### src/rtl/fdl_pkg.sv
// Shared widths, sample type and pipeline control struct for the fractional delay line.
// No dependencies; imported by fdl_tap and fractional_delay_line_top.
`default_nettype none

package fdl_pkg;

  localparam int DEPTH     = 65536;
  localparam int ADDR_W    = $clog2(DEPTH);
  localparam int POS_W     = ADDR_W + 1;
  localparam int SAMPLE_W  = 24;
  localparam int BUF_LEN_W = 17;
  localparam int DELAY_W   = 16;
  localparam int FRAC_W    = 16;
  localparam int CMP_W     = (BUF_LEN_W > POS_W) ? BUF_LEN_W : POS_W;
  localparam int DIFF_W    = SAMPLE_W + 1;
  localparam int PROD_W    = DIFF_W + FRAC_W + 1;

  localparam int BUF_LEN_RESET = 65536;

  typedef logic [ADDR_W-1:0]          addr_t;
  typedef logic signed [SAMPLE_W-1:0] sample_t;

  typedef struct packed {
    logic valid;
    logic fwd_a;
    logic fwd_b;
    logic hit_a;
    logic hit_b;
  } fdl_ctl_t;

endpackage

`default_nettype wire

### src/rtl/fdl_tap.sv
// Tap arithmetic: operand select, linear interpolation multiply and output register.
// Depends on fdl_pkg.
`default_nettype none

module fdl_tap (
  input  logic                          clk,
  input  logic                          rst,
  input  logic                          advance,
  input  fdl_pkg::fdl_ctl_t             ctl,
  input  fdl_pkg::sample_t              rdata_a,
  input  fdl_pkg::sample_t              rdata_b,
  input  fdl_pkg::sample_t              fwd_sample,
  input  logic [fdl_pkg::FRAC_W-1:0]    delay_frac,
  input  logic                          interp_mode,
  output logic                          tap_valid,
  output fdl_pkg::sample_t              tap_out
);
  import fdl_pkg::*;

  localparam logic signed [PROD_W-1:0] ROUND = PROD_W'(1) <<< (FRAC_W - 1);

  sample_t                   a;
  sample_t                   b;
  logic signed [DIFF_W-1:0]  diff;
  logic signed [PROD_W-1:0]  prod;
  logic signed [PROD_W-1:0]  step;
  sample_t                   tap_next;

  logic                      s2_valid;
  sample_t                   s2_a;
  logic signed [PROD_W-1:0]  s2_prod;

  // Take the same-cycle write, else stored data, else zero for never-written slots.
  always_comb begin
    a = ctl.fwd_a ? fwd_sample : (ctl.hit_a ? rdata_a : '0);
    b = ctl.fwd_b ? fwd_sample : (ctl.hit_b ? rdata_b : '0);
  end

  assign diff = DIFF_W'(b) - DIFF_W'(a);
  assign prod = PROD_W'($signed({1'b0, delay_frac})) * PROD_W'(diff);

  // Round half up, then floor by arithmetic shift; the blend stays between a and b.
  assign step     = (s2_prod + ROUND) >>> FRAC_W;
  assign tap_next = interp_mode ? sample_t'(s2_a + $signed(step[SAMPLE_W-1:0])) : s2_a;

  always_ff @(posedge clk) begin
    if (rst) begin
      s2_valid  <= 1'b0;
      tap_valid <= 1'b0;
    end else if (advance) begin
      s2_valid  <= ctl.valid;
      tap_valid <= s2_valid;
    end
  end

  always_ff @(posedge clk) begin
    if (advance) begin
      s2_a    <= a;
      s2_prod <= prod;
      tap_out <= tap_next;
    end
  end

endmodule

`default_nettype wire

### config.mk
export PLATFORM = sky130hd
export DESIGN_NAME = fdl_tap
export DESIGN_NICKNAME = d
export VERILOG_FILES = /design/src/rtl/fdl_pkg.sv /design/src/rtl/fdl_tap.sv
export SDC_FILE = /design/constraint.sdc
export NUM_CORES = 1
export LEC_CHECK = 0
export BUFFER_PORTS_ARGS = -buffer_cell sky130_fd_sc_hd__buf_4
export CAP_MARGIN = 15
export CORE_UTILIZATION = 60
export CTS_BUF_LIST = sky130_fd_sc_hd__clkbuf_4 sky130_fd_sc_hd__clkbuf_8
export CTS_CLUSTER_SIZE = 16
export DETAILED_ROUTE_END_ITERATION = 7
export PLACE_DENSITY_LB_ADDON = 0.25
export SETUP_SLACK_MARGIN = 0.3
export SYNTH_ARGS = -nofsm -noshare
export SYNTH_HDL_FRONTEND = slang
export SYNTH_SLANG_ARGS = --single-unit
### constraint.sdc
create_clock -name clk -period 10.9 [get_ports clk]
set_input_delay 1.09 -clock clk [delete_from_list [all_inputs] [get_ports clk]]
set_output_delay 1.09 -clock clk [all_outputs]
set_load 0.02 [all_outputs]
==> out/qor.txt <==
Skew-Pair Late Insertion Delay -> 0.37 ns
Setup bufs post-CTS -> 0
Fin. Hold Viols -> 0
FF-to-FF setup slack -> 6.42 ns
Vias in the first global route -> 17,423
Row count -> 68
Post-CTS Resized -> 0
Count leader, synth -> inv_1
Drt pass-1 iters -> 6
Crit path time final -> 10.08 ns
Leading area contributor after synthesis -> fa_1
Port Buffer Count -> 121
Crit Path Max Fanout -> 26
YS warnings -> 0
Die width -> 189 microns
Post-synth ARST share -> 0%
Slew Limit Headroom -> 20.4%
Slew @ Worst Pin -> 1.19 ns
Fmax -> 99.3 MHz
RSZ-0062 raised after global routing -> false
Clk pin slew, worst setup/hold paths -> 0.08 ns
Arrival time worst endpoint -> 10.20 ns
Sink Count -> 75
ANT cells -> 0
Number of flops mapped to enable cells by yosys -> 73
R2R depth -> 17
Worst hold path depth -> 2
Sequential Area -> 2230 sq um
Fill cells -> 2,869
Crit. End Element -> flop
Primary FF master, synth -> edfxtp_1
Post-synth cell types -> 76
Synth Register Bits -> 75
Worst Hold Launch -> tap_valid
GR Util All Layers -> 33.1%
First-pass GRT wire length -> 90.9 mm
GPL Wtd Cong -> 0.952
Die H -> 189 microns
Total gr overflow -> 0
CTS buffer count -> 9
Most used cell, CP -> fa_1
Commonest cells post-synth -> inv_1 (481), fa_1 (373), nand2_1 (270)
Setup violators final -> 0
Area Growth Syn to Fin -> 7.21%
Detailed-route DRC error count -> 0
CTS tree -> built
Initial DRC Count -> 1,532
Starting Density -> 60.9%
Status -> complete, no violations
Final HPWL DP -> 44.9 mm
Clock root buffer master -> clkbuf_8
Mapped Cells -> 2,364
Hold crit path type -> reg2reg
Critical Path RT -> 11.02 ns
Routed WL -> 57.7 mm
Number of levels in the clock H-tree -> 3
Top cells by area, synth -> fa_1 (36%), edfxtp_1 (10%), ha_1 (8.6%)
Synth top area share -> 35.5%
Slowest-stage cell, CP -> a211o_1
Area of the multi-input gates -> 16,500 sq um
Antenna Nets Post-Route -> 0
Max Cap Violations -> 0
Sequential cell area fraction in the yosys report -> 10.6%
Setup TNS -> 0 ns
Clk buf depth -> 2
Core ar. -> 34,500 sq um
Via count -> 16,874
Reg-to-reg startpoint -> s2_prod[17]
WS Path Type -> in2reg
Crit path largest cell delay -> 0.60 ns
Synth Area per Inst -> 8.89 sq um
RR Endpoint -> tap_out[23]
Initial antenna violation count -> 0
Worst setup SP type -> input port
Fin crit share -> 92.4%
Clock skew -> 0.0148 ns
Largest net degree at the start of global routing -> 76
# nets final -> 3,018
Net Count, Synth -> 2,979
CTS Hold Bufs -> 0
Layout cells sized above 1 -> 9.47%
Boundary Pins -> 122
Vias per inst -> 5.89
Routed len/inst -> 20.2 microns
WHS Endpoint -> tap_valid
Fin. max-slew vios -> 0
Post-Syn Area -> 21,000 sq um
Die area -> 35,800 sq um
-- routing by layer --
layer,global-route usage [%],up-vias,share of wire (%)
met4,9.65,0,2.5
met3,8.36,92,12
li1,-,7584,-
met2,52.1,914,44
met1,45.4,8284,42
met5,0,-,0
-- critical path: cells and delay by family --
kind,cells,cell delay [ns]
buffers and inverters,6,0.73
and+or+nand+nor,7,1.96
AOI/OAI and AO/OA,11,2.66
adders and majority gates,8,3.73
-- stage by stage --
step	cells	setup WS [ns]	cell area [sq um]	hold slack [ns]	util, %
3_5_place_dp	2847	0.190	22300	0.501	64.4
6_report	2863	0.825	22500	0.517	65.3
2_1_floorplan	2364	1.39	21000	0.460	-
5_1_grt	2863	0.430	22500	0.551	65.3
3_3_place_gp	2847	0.590	22300	0.478	64.4
4_1_cts	2863	0.583	22500	0.520	65.2
-- placed cells by master, fill, tap and decap left out, types with 6 or more instances in the layout --
master	instances
mux2i_1	10
a21oi_1	48
o311a_1	9
ha_1	145
a31oi_1	25
nor2_1	58
xnor2_1	70
nand3b_1	6
o211ai_1	11
nand3_1	71
a21o_1	20
a22o_1	25
inv_1	481
nand2b_1	28
edfxtp_1	73
or3_1	7
a311oi_1	9
o22ai_1	8
and2_1	141
and3_1	22
nor2b_1	30
clkbuf_8	9
o21ai_0	35
nand2_1	270
mux2_2	29
o21bai_1	8
o21ai_1	6
a21boi_0	11
nand4_1	6
buf_4	154
xor2_1	23
nor3b_1	15
o21a_1	21
o311ai_0	9
nor3_1	32
o311ai_1	6
fa_1	373
a22oi_1	23
a211oi_1	8
-- state kept, by name, summed over array words and instances, names as in the netlist --
signal,count
s2_a,24
s2_prod,25
s2_valid,1
tap_out,24
tap_valid,1
-- cells by family (layout without fill, tap and decap cells) --
| kind of cell | after synthesis | in the layout | synth area share (%) |
|---|---|---|---|
| xor+xnor | 94 | 94 | 3.92 |
| flops | 75 | 75 | 10.6 |
| compound gates | 329 | 329 | 11.6 |
| simple gates | 696 | 696 | 16.5 |
| fa+ha+maj | 523 | 523 | 44.4 |
| mux | 39 | 39 | 2.03 |
| buf+inv | 608 | 652 | 11.0 |
-- worst max-delay path by stage --
stage	startpoint	to
4_1_cts	ctl[3]	s2_prod[39]
3_5_place_dp	ctl[3]	s2_prod[39]
3_3_place_gp	ctl[3]	s2_prod[39]
2_1_floorplan	ctl[3]	s2_prod[39]
5_1_grt	ctl[3]	s2_prod[33]
6_report	ctl[2]	s2_prod[33]
-- area by class of cell --
| class | instances | share of cell area (%) |
|---|---|---|
| multi-input combinational | 1681 | 73.2 |
| sequential | 75 | 9.90 |
| inverter | 482 | 8.03 |
| timing repair buffer | 154 | 5.13 |
| tap | 455 | 2.53 |
| clock inverter | 6 | 0.605 |
| clock buffer | 10 | 0.583 |
Power is not shown: default switching activity piles up to over one toggle a cycle in this logic, so the estimate is an artifact.
